File: src/tscc_ram.sv
// ----------------------------------------------------------------------------
// tscc_ram
// Generic simple dual-port RAM: one write port, one read port with
// registered read data.
// ----------------------------------------------------------------------------
module tscc_ram #(
	parameter int DEPTH = 16,
	parameter int WIDTH = 8,
	parameter int AW    = (DEPTH > 1) ? $clog2(DEPTH) : 1
) (
	input  logic             clk,
	input  logic             wr_en,
	input  logic [AW-1:0]    wr_addr,
	input  logic [WIDTH-1:0] wr_data,
	input  logic             rd_en,
	input  logic [AW-1:0]    rd_addr,
	output logic [WIDTH-1:0] rd_data
);

	logic [WIDTH-1:0] mem [DEPTH];

	always_ff @(posedge clk) begin
		if (wr_en) begin
			mem[wr_addr] <= wr_data;
		end
	end

	always_ff @(posedge clk) begin
		if (rd_en) begin
			rd_data <= mem[rd_addr];
		end
	end

endmodule

File: config.mk
export PLATFORM = sky130hd
export DESIGN_NAME = tscc_ram
export DESIGN_NICKNAME = d
export VERILOG_FILES = /design/src/tscc_ram.sv
export SDC_FILE = /design/constraint.sdc
export NUM_CORES = 1
export LEC_CHECK = 0
export BUFFER_PORTS_ARGS = -buffer_cell sky130_fd_sc_hd__buf_2
export CAP_MARGIN = 40
export CORE_MARGIN = 3
export CORE_UTILIZATION = 54
export CTS_CLUSTER_SIZE = 14
export DETAILED_ROUTE_END_ITERATION = 10
export PLACE_DENSITY = 0.74
export SYNTH_ARGS = -nofsm -noshare
export SYNTH_HDL_FRONTEND = slang
export SYNTH_SLANG_ARGS = --single-unit
File: constraint.sdc
create_clock -name clk -period 1.5 [get_ports clk]
set_input_delay 0.075 -clock clk [delete_from_list [all_inputs] [get_ports clk]]
set_output_delay 0.075 -clock clk [all_outputs]
set_load 0.02 [all_outputs]
# Word-level counts from Yosys, hierarchy flattened
# Memories as Yosys holds them, arrays and structs flattened. A register that Yosys moved wholly into a read port is not among the register bits.
# Index checks and enable logic that the tools add are counted.
# classes
muxes	2
# op_table
cell	count
$mux W1	2
# totals
regBits	0
output_inout_bits	8
ram_bits	128
memories	1
word_cells	3
# memory_table
name	depth	word_bits	read_ports	rd_ports_with_merged_regs	wr	line	text
mem	16	8	1	1	1	20	logic [WIDTH-1:0] mem [DEPTH];

# Logic depth before layout (Yosys ltp)
# depth
word_depth	2
depth_mapped	5
depth_no_buf	3

# Worst setup path after synthesis
# No wires, ideal clock.
# synth_path
path_type	input -> register
startpoint	input port wr_addr[2]
endpoint	memory mem[0][0], enable pin
path_stages	2
t_arrival_ps	1185
required_time_ps	1117
setup_slack_ps	-68
cell_sequence	or3b_2 -> nor3_1
# synth_lines
item	line	text
start: declaration	13	input logic [AW-1:0] wr_addr,
end: declaration	20	
# Straight into the memory's write port.

==> flow_metrics.env <==
export IMPL_outcome="finished, final reports clean"
export IMPL_die_h_um=104
export IMPL_seq_power_share=0.509
export IMPL_clock_path_buffers=2
export IMPL_nFillCells=590
export IMPL_num_rows=35
export IMPL_clk_pin_slew_ns=0.06
export IMPL_tightestPinTransition_ns=0.460
export IMPL_gr_total_overflow=0
export IMPL_power_leakage_uw=0.00214
export IMPL_fin_crit_ns=1.45
export IMPL_synth_top_area_frac=0.781
export IMPL_synth_edf_count=136
export IMPL_power_switching_uw=1680
export IMPL_synthFlopType="edfxtp_1"
export IMPL_multi_input_area_um2=1080
export IMPL_fmax_mhz=688
export IMPL_ys_seq_area_frac=0.781
export IMPL_root_buffer="clkbuf_8"
export IMPL_critPathKind="flop to flop"
export IMPL_netlist_top_cells_area="edfxtp_1, mux4_2, mux4_1"
export IMPL_grt_max_degree=18
export IMPL_regToRegEndpoint="rd_data[2]"
export IMPL_reg2reg_from="mem[1][2]"
export IMPL_ant_nets=0
export IMPL_syn_inst=229
export IMPL_grt_pass1_wl_um=15400
export IMPL_ys_ff_latch=136
export IMPL_ir_drop_uv=644
export IMPL_cts_sinks=136
export IMPL_syn2layout_area_growth_pct=20.3
export IMPL_fin_crit_sh=0.969
export IMPL_rrSetupSlack_ns=0.05
export IMPL_hold_viol=0
export IMPL_first_global_vias=2609
export IMPL_report_final_slew_viol_count=0
export IMPL_hp_start="wr_addr[0]"
export IMPL_die_area_um2=10900
export IMPL_numPortBuffers=26
export IMPL_cts_buffers=17
export IMPL_fin_setup_tns_ns=0
export IMPL_wl_per_cell_um=22.4
export IMPL_hold_path_class="input pin to flop"
export IMPL_hold_ws_ns=0.124
export IMPL_powerDensity_nw_per_um2=1350
export IMPL_first_pass_iters=5
export IMPL_track_usage=0.197
export IMPL_via_per_inst=5.82
export IMPL_finClkSkew_ns=0.00701
export IMPL_place_hpwl_um=6020
export IMPL_rsz0062_at_grt="no"
export IMPL_final_common_cell="edfxtp_1"
export IMPL_pin_count=27
export IMPL_clkPwrFrac=0.439
export IMPL_seq_area_um2=4080
export IMPL_finalSetupViolations=0
export IMPL_cp_max_fo=1
export IMPL_holdPathStages=3
export IMPL_synth_area_um2=5230
export IMPL_gp_congestion=0.755
export IMPL_cts_tree="done"
export IMPL_avgSynthCellArea_um2=22.8
export IMPL_pwr_share_comb=0.052
export IMPL_relSlewSlack=0.693
export IMPL_synth_top_cell_by_area="edfxtp_1"
export IMPL_syn_nets=248
export IMPL_synthArstFlopShare=0
export IMPL_layout_common_cells="edfxtp_1, buf_2, mux4_2"
export IMPL_utilization=0.674
export IMPL_vias=2530
export IMPL_antenna_cells=0
export IMPL_synth_cell_types=18
export IMPL_postCtsSetupRepairBufs=0
export IMPL_critical_path_startpoint_type="flop"
export IMPL_drtIter0Drc=192
export IMPL_internal_power_uw=6790
export IMPL_yosys_warnings=0
export IMPL_holdPathEnd="mem[0][0]"
export IMPL_place_ws_ns=-0.119
export IMPL_clock_latency_ns=0.51
export IMPL_swShare=0.198
export IMPL_totalWireLength_um=9740
export IMPL_antenna_found_initial=0
export IMPL_drive_gt1_frac=0.324
export IMPL_coreArea_um2=9330
export IMPL_drc_errors=0
export IMPL_ff2ff_path_depth=3
export IMPL_endpoint_kind="flop"
export IMPL_h_tree_depth=4
export IMPL_setup_ws_ns=0.0472
export IMPL_die_w_um=104
export IMPL_drv_cap=0
export IMPL_arrival_ns=1.71
export IMPL_start_util=0.560
export IMPL_nets=314
export IMPL_crit_required_ns=1.76
through the flow:
step	area, µm²	std cells	power (µW)
floorplan	5230	229	4620
global placement	5650	396	4790
detailed placement	5650	396	4800
CTS	6280	435	8520
global route	6290	435	8740
finish	6290	435	8460
power by group through the flow:
stage | clock network [µW] | registers [µW] | logic, µW
floorplan | 0 | 4400 | 216
global placement | 0 | 4380 | 411
detailed placement | 0 | 4380 | 420
CTS | 3760 | 4310 | 447
global route | 3950 | 4310 | 480
finish | 3710 | 4310 | 442
worst max path at each step:
| stage | startpoint | slack (ns) | cells after the start | end |
|---|---|---|---|---|
| after floorplan | rd_addr[0] | 0.14 | 5 | rd_data[1] |
| after global placement | rd_addr[0] | -0.10 | 5 | rd_data[3] |
| after detailed placement | rd_addr[0] | -0.12 | 5 | rd_data[5] |
| after CTS | mem[1][3] | 0.008 | 3 | rd_data[3] |
| after global routing | mem[0][4] | 0.008 | 3 | rd_data[4] |
| final | mem[1][2] | 0.05 | 3 | rd_data[2] |
flip-flops by register name (all words and copies together), names as in the netlist:
name,flops
rd_data,8
mem,128
worst max-delay path: stages (launching register included):
cell and delay (ns):
edfxtp_1 0.40, mux4_2 0.50, a22oi_2 0.23, nand2_1 0.08
Yosys cell counts (all sizes together) (2+ instances only):
library cell / number
edfxtp: 136
nor2: 13
nand2b: 2
mux4: 32
nand3b: 2
clkdlybuf4s25: 3
buf: 7
a22oi: 16
nand2: 9
nor3: 4
cell type report:
type                            instances  area share
Clock buffer                           18      0.0665
Sequential cell                       136       0.649
Clock inverter                         12      0.0177
Multi-Input combinational cell         83       0.172
Tap cell                              129      0.0257
Timing Repair Buffer                   57      0.0692
kinds of logic after synthesis:
group	after synthesis	share of synthesized area
DFF	136	0.781
muxes	32	0.148
buffers and inverters	10	0.0165
AOI/OAI and AO/OA	16	0.0230
and+or+nand+nor	35	0.0314
repair_timing:
action / 4_1_cts / 5_1_grt
endpoints found under the setup margin: 2 / 3
pin swaps: 0 / 1
hold endpoints to repair: 136 / 0
gates resized for setup: 3 / 2
hold buffers: 9 / 0
routing by layer:
layer,vias to the layer above,part of all wire,GRT usage
met4,0,0.011,0.0741
met1,1315,0.42,0.269
met5,-,0,0
met3,10,0.065,0.0484
met2,96,0.51,0.311
li1,1109,-,-
Power figures use the tool's default switching activity.
