[src/tscc_pkg.sv]
// ----------------------------------------------------------------------------
// tscc_pkg
// Shared types and constants for the transport stream continuity counter
// restamper: transaction payloads, per-PID table entry and memory request.
// ----------------------------------------------------------------------------
package tscc_pkg;

	localparam int PID_SLOTS = 8192;
	localparam int PID_W     = 13;
	localparam int CC_W      = 4;
	localparam int SLOT_AW   = (PID_SLOTS > 1) ? $clog2(PID_SLOTS) : 1;

	localparam logic [PID_W-1:0] NULL_PID = 13'h1FFF;

	localparam logic OP_PACKET = 1'b0;
	localparam logic OP_CLEAR  = 1'b1;

	typedef struct packed {
		logic             operation;
		logic [PID_W-1:0] pid;
	} tscc_in_t;

	typedef struct packed {
		logic [PID_W-1:0] pid_out;
		logic [CC_W-1:0]  continuity;
		logic             restamped;
	} tscc_out_t;

	// one table slot: seen flag and last counter value
	typedef struct packed {
		logic            seen;
		logic [CC_W-1:0] cc;
	} tscc_entry_t;

	localparam int ENTRY_W = $bits(tscc_entry_t);

	typedef struct packed {
		logic               rd_en;
		logic [SLOT_AW-1:0] rd_addr;
		logic               wr_en;
		logic [SLOT_AW-1:0] wr_addr;
		tscc_entry_t        wr_data;
	} tscc_mem_req_t;

endpackage

[src/tscc_engine.sv]
// ----------------------------------------------------------------------------
// tscc_engine
// Read-modify-write sequencer over the per-PID table: lookup on accept,
// counter update and result in UPDATE once the output register is free,
// and a clearing sweep after reset and for every clear transaction.
// ----------------------------------------------------------------------------
module tscc_engine (
	input  logic                    clk,
	input  logic                    arst_n,
	input  logic                    in_valid,
	output logic                    in_ready,
	input  tscc_pkg::tscc_in_t      in_data,
	input  logic                    restamp_enable,
	output tscc_pkg::tscc_mem_req_t mem_req,
	input  logic [tscc_pkg::ENTRY_W-1:0] mem_rd_data,
	output logic                    out_valid,
	input  logic                    out_ready,
	output tscc_pkg::tscc_out_t     out_data
);
	import tscc_pkg::*;

	typedef enum logic [2:0] {
		ST_IDLE   = 3'b001,
		ST_UPDATE = 3'b010,
		ST_CLEAR  = 3'b100
	} state_t;

	state_t             state_q;
	logic [SLOT_AW-1:0] sweep_q;
	logic [PID_W-1:0]   pid_s1;
	logic               out_valid_q;
	tscc_out_t          out_data_q;

	tscc_entry_t        rd_entry;
	logic               accept;
	logic               advance;
	logic               in_range;
	logic               stamp;
	logic [CC_W-1:0]    cc_new;
	logic               sweep_last;

	assign rd_entry   = tscc_entry_t'(mem_rd_data);
	assign in_ready   = (state_q == ST_IDLE);
	assign accept     = in_valid && in_ready;
	assign advance    = (state_q == ST_UPDATE) && (!out_valid_q || out_ready);
	assign sweep_last = (sweep_q == SLOT_AW'(PID_SLOTS - 1));

	// pids at or above the table size have no slot and pass like the null pid
	assign in_range = ({1'b0, pid_s1} < (PID_W + 1)'(PID_SLOTS));
	assign stamp    = restamp_enable && (pid_s1 != NULL_PID) && in_range;
	assign cc_new   = rd_entry.seen ? rd_entry.cc + CC_W'(1) : '0;

	always_comb begin
		mem_req         = '0;
		mem_req.rd_en   = accept && (in_data.operation == OP_PACKET);
		mem_req.rd_addr = in_data.pid[SLOT_AW-1:0];
		if (state_q == ST_CLEAR) begin
			mem_req.wr_en   = 1'b1;
			mem_req.wr_addr = sweep_q;
			mem_req.wr_data = '0;
		end else begin
			mem_req.wr_en           = advance && stamp;
			mem_req.wr_addr         = pid_s1[SLOT_AW-1:0];
			mem_req.wr_data.seen    = 1'b1;
			mem_req.wr_data.cc      = cc_new;
		end
	end

	always_ff @(posedge clk or negedge arst_n) begin
		if (!arst_n) begin
			state_q <= ST_CLEAR;
			sweep_q <= '0;
		end else begin
			case (state_q)
				ST_IDLE: begin
					if (accept) begin
						if (in_data.operation == OP_CLEAR) begin
							state_q <= ST_CLEAR;
							sweep_q <= '0;
						end else begin
							state_q <= ST_UPDATE;
						end
					end
				end
				ST_UPDATE: begin
					if (advance) begin
						state_q <= ST_IDLE;
					end
				end
				ST_CLEAR: begin
					sweep_q <= sweep_q + SLOT_AW'(1);
					if (sweep_last) begin
						state_q <= ST_IDLE;
					end
				end
				default: begin
					state_q <= ST_CLEAR;
					sweep_q <= '0;
				end
			endcase
		end
	end

	always_ff @(posedge clk) begin
		if (accept) begin
			pid_s1 <= in_data.pid;
		end
	end

	// output register parts the update from the consumer
	always_ff @(posedge clk or negedge arst_n) begin
		if (!arst_n) begin
			out_valid_q <= 1'b0;
		end else if (advance) begin
			out_valid_q <= 1'b1;
		end else if (out_ready) begin
			out_valid_q <= 1'b0;
		end
	end

	always_ff @(posedge clk) begin
		if (advance) begin
			out_data_q.pid_out    <= pid_s1;
			out_data_q.continuity <= stamp ? cc_new : '0;
			out_data_q.restamped  <= stamp;
		end
	end

	assign out_valid = out_valid_q;
	assign out_data  = out_data_q;

endmodule
[config.mk]
export PLATFORM = sky130hd
export DESIGN_NAME = tscc_engine
export DESIGN_NICKNAME = d
export VERILOG_FILES = /design/src/tscc_pkg.sv /design/src/tscc_engine.sv
export SDC_FILE = /design/constraint.sdc
export NUM_CORES = 1
export LEC_CHECK = 0
export BUFFER_PORTS_ARGS = -buffer_cell sky130_fd_sc_hd__buf_2
export CAP_MARGIN = 10
export CORE_MARGIN = 2
export CORE_UTILIZATION = 50
export CTS_CLUSTER_SIZE = 12
export DETAILED_ROUTE_END_ITERATION = 8
export GPL_TIMING_DRIVEN = 0
export PLACE_DENSITY_LB_ADDON = 0.15
export SYNTH_ARGS = -nofsm -noshare
export SYNTH_HDL_FRONTEND = slang
export SYNTH_SLANG_ARGS = --single-unit
[constraint.sdc]
create_clock -name clk -period 2.8 [get_ports clk]
set_input_delay 0.14 -clock clk [delete_from_list [all_inputs] [get_ports clk]]
set_output_delay 0.14 -clock clk [all_outputs]
set_load 0.01 [all_outputs]
Word-level counts from Yosys, hierarchy flattened. Cells that the tools add are included.

Reduce and logical (&&, ||, !) cells: 10. Add/sub/neg operators: 2. Mux-type cells: 12. Bitwise logic cells: 2. Equality and inequality tests: 9.

Operators with widths (number): 13-bit case mux with 3 select lines (1); 13-bit two-way mux (2); 19-bit two-way mux (1); 13-bit by 1-bit adder with 13-bit output (second input constant) (1); 13-bit == test (second input constant) (1); 13-bit inequality test (second input constant) (1); 3-bit two-way mux (4); 3-bit case mux with 3 select lines (1); 3-bit AND reduction (2); 1-bit logical AND (5); 4-bit by 1-bit adder with 4-bit output (second input constant) (1); 4-bit two-way mux (1); 2-bit by 1-bit inequality test with 1-bit output (second input constant) (2); 2-bit inequality test (second input constant) (2); 3-bit by 1-bit == test with 1-bit output (second input constant) (1); 3-bit by 2-bit == test with 1-bit output (second input constant) (1); 3-bit == test (second input constant) (1); 1-bit two-way mux (2); 1-bit inverter (2); 2-bit nonzero test (1); 1-bit zero test (1); 1-bit logical OR (1).

Input port bits: 24. Output and inout port bits: 53. Flip-flop bits (word level): 48. Logic and storage cells: 42.

Longest topological paths before layout.
Depth in word-level cells: 5. Gate-level depth with buffers: 7.

Worst setup path after synthesis. No wires, ideal clock.

Path type: register -> register. Start: register state_q[2]. End: register out_data_q, in the netlist out_data[0] (enable). Slack: 481 ps. Required time: 2402 ps. Stages on the path, launching flop included: 4. Arrival time: 1921 ps. Cells stage by stage: dfstp_2 -> clkbuf_1 -> or3b_2 -> nor2b_1.

Word-level cells in the longest chain between the ends: 2.

Ends and longest elaborated chain: start, declared (line tscc_engine.sv:28) `state_t state_q;`; start signal, assigned (line tscc_engine.sv:71) `state_q <= ST_CLEAR;`; start signal, assigned (line tscc_engine.sv:78) `state_q <= ST_CLEAR;`; start signal, assigned (line tscc_engine.sv:81) `state_q <= ST_UPDATE;`; 3-bit by 2-bit == test with 1-bit output (line tscc_engine.sv:45) `assign advance = (state_q == ST_UPDATE) && (!out_valid_q || out_ready);`; 1-bit logical AND (line tscc_engine.sv:45); net advance (line tscc_engine.sv:36) `logic advance;`; end, declared (line tscc_engine.sv:32) `tscc_out_t out_data_q;`.

The timed path passes the listed nets, and every way through them passes these cells. A chain may end at the register's enable or synchronous reset.

==> results.toml <==
[run_status]
status = "complete, no violations"

[floorplanning]
core_um2 = 4414
start_util_pct = 52.30
die_x_um = 71.95
ios = 77
die_y_um = 71.95
dieArea_um2 = 5176
rows = 24

[worst_setup_path]
critPathMaxStageDelay_ns = 0.52
endpoint_kind = "output port"
worstPathCellList = "clkbuf_1 > nand2b_1 > nor2_1 > inv_1 > clkbuf_1 > nand2_1 > nand2_1 > buf_2"
cp_slowest_cell = "dfstp_2"
cp.arrival_ns = 2.24
startpoint_type = "flip-flop"
critPathRequiredTime_ns = 2.66
crit_fanout = 10
path_class = "flip-flop to output port"

[synth]
async_reset_ff_share_pct = 35.42
synth_edf_count = 31
synth_area_leader_cell = "edfxtp_1"
synth_ff_type = "edfxtp_1"
synth_nets = 240
synth_xor_xnor_area_share_pct = 0.7588
synth_top_family_by_area = "simple AND/OR/NAND/NOR gates"
synth_compound_area_share_pct = 9.160
netlist_area_um2 = 2308
ys_ff_latch = 48
syn_area_per_cell_um2 = 10.79
synth_fa_ha_area_share_pct = 1.084
synthMuxAreaShare_pct = 1.734
ys_types = 42
netlist_instances = 214
synthesis.yosys.warnings = 0
yosysTopAreaCellShare_pct = 40.33
synth-simple-area-share_pct = 22.06
netlist_top_cells_area = "edfxtp_1, dfrtp_1, nand2_1, buf_4, nand3_1"
seq_area_frac_synth_pct = 58.81

[global_route]
first_global_vias = 1855
grt_usage_pct = 20.50
grt-ovfl-total = 0
antenna_found_initial = 0
grt_pass1_wl_um = 8259
grt_max_degree = 20

[detailed_routing]
drtIter0Drc = 68
vias_per_cell = 5.470
wl_per_cell_um = 14.54
drt-total-wl_um = 5132
drc = 0
num_vias = 1931
first_pass_iters = 4
ant_nets = 0

[clocking]
cts_made_buffers = 5
cts_post_setup_buffers_inserted = 0
htree_levels = 2
cts_buffer_depth = 2
cts.sinks = 48
path_clk_slew_ns = 0.09
clk_latency_ns = 0.30
cts_tree = "done"
clockRootBuffer = "clkbuf_8"
post_cts_resized = 0
cts-hold-fix-buffers = 1

[pwr]
power_frac_seq_pct = 42.2
finalPower_w = 0.002051
p_leak_nw = 1.309
swShare_pct = 35.23
clkPwrFrac_pct = 24.2
p_int_w = 0.001328
pwr-share-comb_pct = 33.6
switchingPower_w = 0.0007224
p_per_area_nw_per_um2 = 705.8
peakVddDrop_mv = 0.5072

[sta]
fin_hold_ws_ns = 0.02548
tightest_slew_ns = 0.9095
fin_skew_ns = 0.005770
slew_headroom_pct = 38.58
setup_violations = 0
slew_viol_final = 0
fmax_ghz = 0.4208
fin_crit_sh_pct = 84.87
hold_viol_final = 0
rsz0062_at_grt = "false"
min_period_ns = 2.376
tns_ns = 0

[finish]
insertedDiodeCount = 0
fin_util_pct = 65.82
layout.nets = 326
areaGrowthSynthToFinish_pct = 25.85
stdcell_count = 353
layout-drive-gt1-share_pct = 36.21

[placed_design]
portBuffers = 76
gp_congestion = 0.8098
place_inst = 344
dp_hpwl_um = 3823

[hold_path]
hp-class = "input pin to flip-flop"

[job]
maxCapViolations = 0
-- path summary, 6_finish.rpt --
path	from	end	slack, ns	cells after the start
worst max-delay path	state_q[2]	mem_req[15]	0.42	8
worst min-delay path	in_data[7]	pid_s1[7]	0.03	1
worst max register to register	state_q[2]	sweep_q[9]	0.90	5
worst min register to register	pid_s1[4]	out_data[9]	0.49	0
max in group asynchronous	arst_n	state_q[2]	2.18	2
min in group asynchronous	arst_n	sweep_q[3]	0.29	2
-- logic make-up (layout without fill, tap and decap cells) --
| kind of cell | after synthesis | after routing |
|---|---|---|
| AOI/OAI and AO/OA | 31 | 31 |
| xor gates and xnor gates | 2 | 2 |
| adders and majority gates | 2 | 2 |
| buffers and inverters | 25 | 112 |
| DFF | 48 | 48 |
| muxes | 4 | 4 |
| and+or+nand+nor | 102 | 102 |
-- cell type report --
cell class | count | area, um^2
Buffer | 19 | 125.1
Clock buffer | 5 | 68.82
Clock inverter | 3 | 42.54
Fill cell | 360 | 1509
Inverter | 6 | 22.52
Multi-Input combinational cell | 141 | 810.8
Sequential cell | 48 | 1358
Tap cell | 52 | 65.06
Timing Repair Buffer | 79 | 412.9
-- stage by stage --
| stage | instance area (um^2) | worst slack (ns) |
|---|---|---|
| final | 2905 | 0.4236 |
| after global routing | 2905 | 0.2342 |
| after CTS | 2905 | 0.4284 |
| after detailed placement | 2784 | 0.7748 |
| after global placement | 2754 | -0.08462 |
| after floorplan | 2308 | 0.4814 |
-- state kept, by name, indices dropped and copies added, names as in the netlist --
name / count
state_q: 3
sweep_q: 13
out_data: 18
pid_s1: 13
out_valid: 1
-- critical path, delay by kind of cell, from the launching register on --
| family | cells | cell delay, ns |
|---|---|---|
| buffers and inverters | 4 | 0.84 |
| and+or+nand+nor | 4 | 0.57 |
| DFF | 1 | 0.52 |
-- synth_stat cells, types with 3 or more instances --
master,instances
edfxtp_1,31
a21oi_1,7
nand3b_1,4
nor3_1,3
buf_4,14
or4_1,5
nand2_1,47
nand3_1,12
nor2_1,13
inv_1,6
mux2i_1,4
o21ai_0,4
clkbuf_1,4
nand4_1,3
o31ai_1,5
nand2b_1,6
dfrtp_1,16
-- cells in the final DEF, fill, tap and decap left out, types with 3 or more instances in the layout --
cell	synthesis	routed
buf_4	14	15
nand3_1	12	12
buf_2	1	77
or4_1	5	5
nor2_1	13	13
mux2i_1	4	4
nand2_1	47	47
a21oi_1	7	7
edfxtp_1	31	31
inv_1	6	6
nand3b_1	4	4
nand2b_1	6	6
o31ai_1	5	5
dfrtp_1	16	16
nand4_1	3	3
clkbuf_8	0	5
clkbuf_1	4	4
o21ai_0	4	4
-- power groups by stage --
stage,Combinational [W],Clock [W],Sequential [W]
2_1_floorplan,0.000443,0,0.000870
3_3_place_gp,0.000676,0,0.000879
3_5_place_dp,0.000690,0,0.000880
4_1_cts,0.000694,0.000505,0.000865
5_1_grt,0.000773,0.000532,0.000873
6_report,0.000689,0.000496,0.000865
-- routing by layer --
layer | routed length [um] | track usage, % | vias to the layer above
met2 | 2569 | 35.60 | 73
met3 | 345 | 5.417 | 7
met4 | 61 | 6.289 | 0
met5 | 0 | 0 | -
met1 | 2155 | 25.16 | 920
li1 | - | - | 931
No activity file was read; power rests on OpenSTA's default activity.
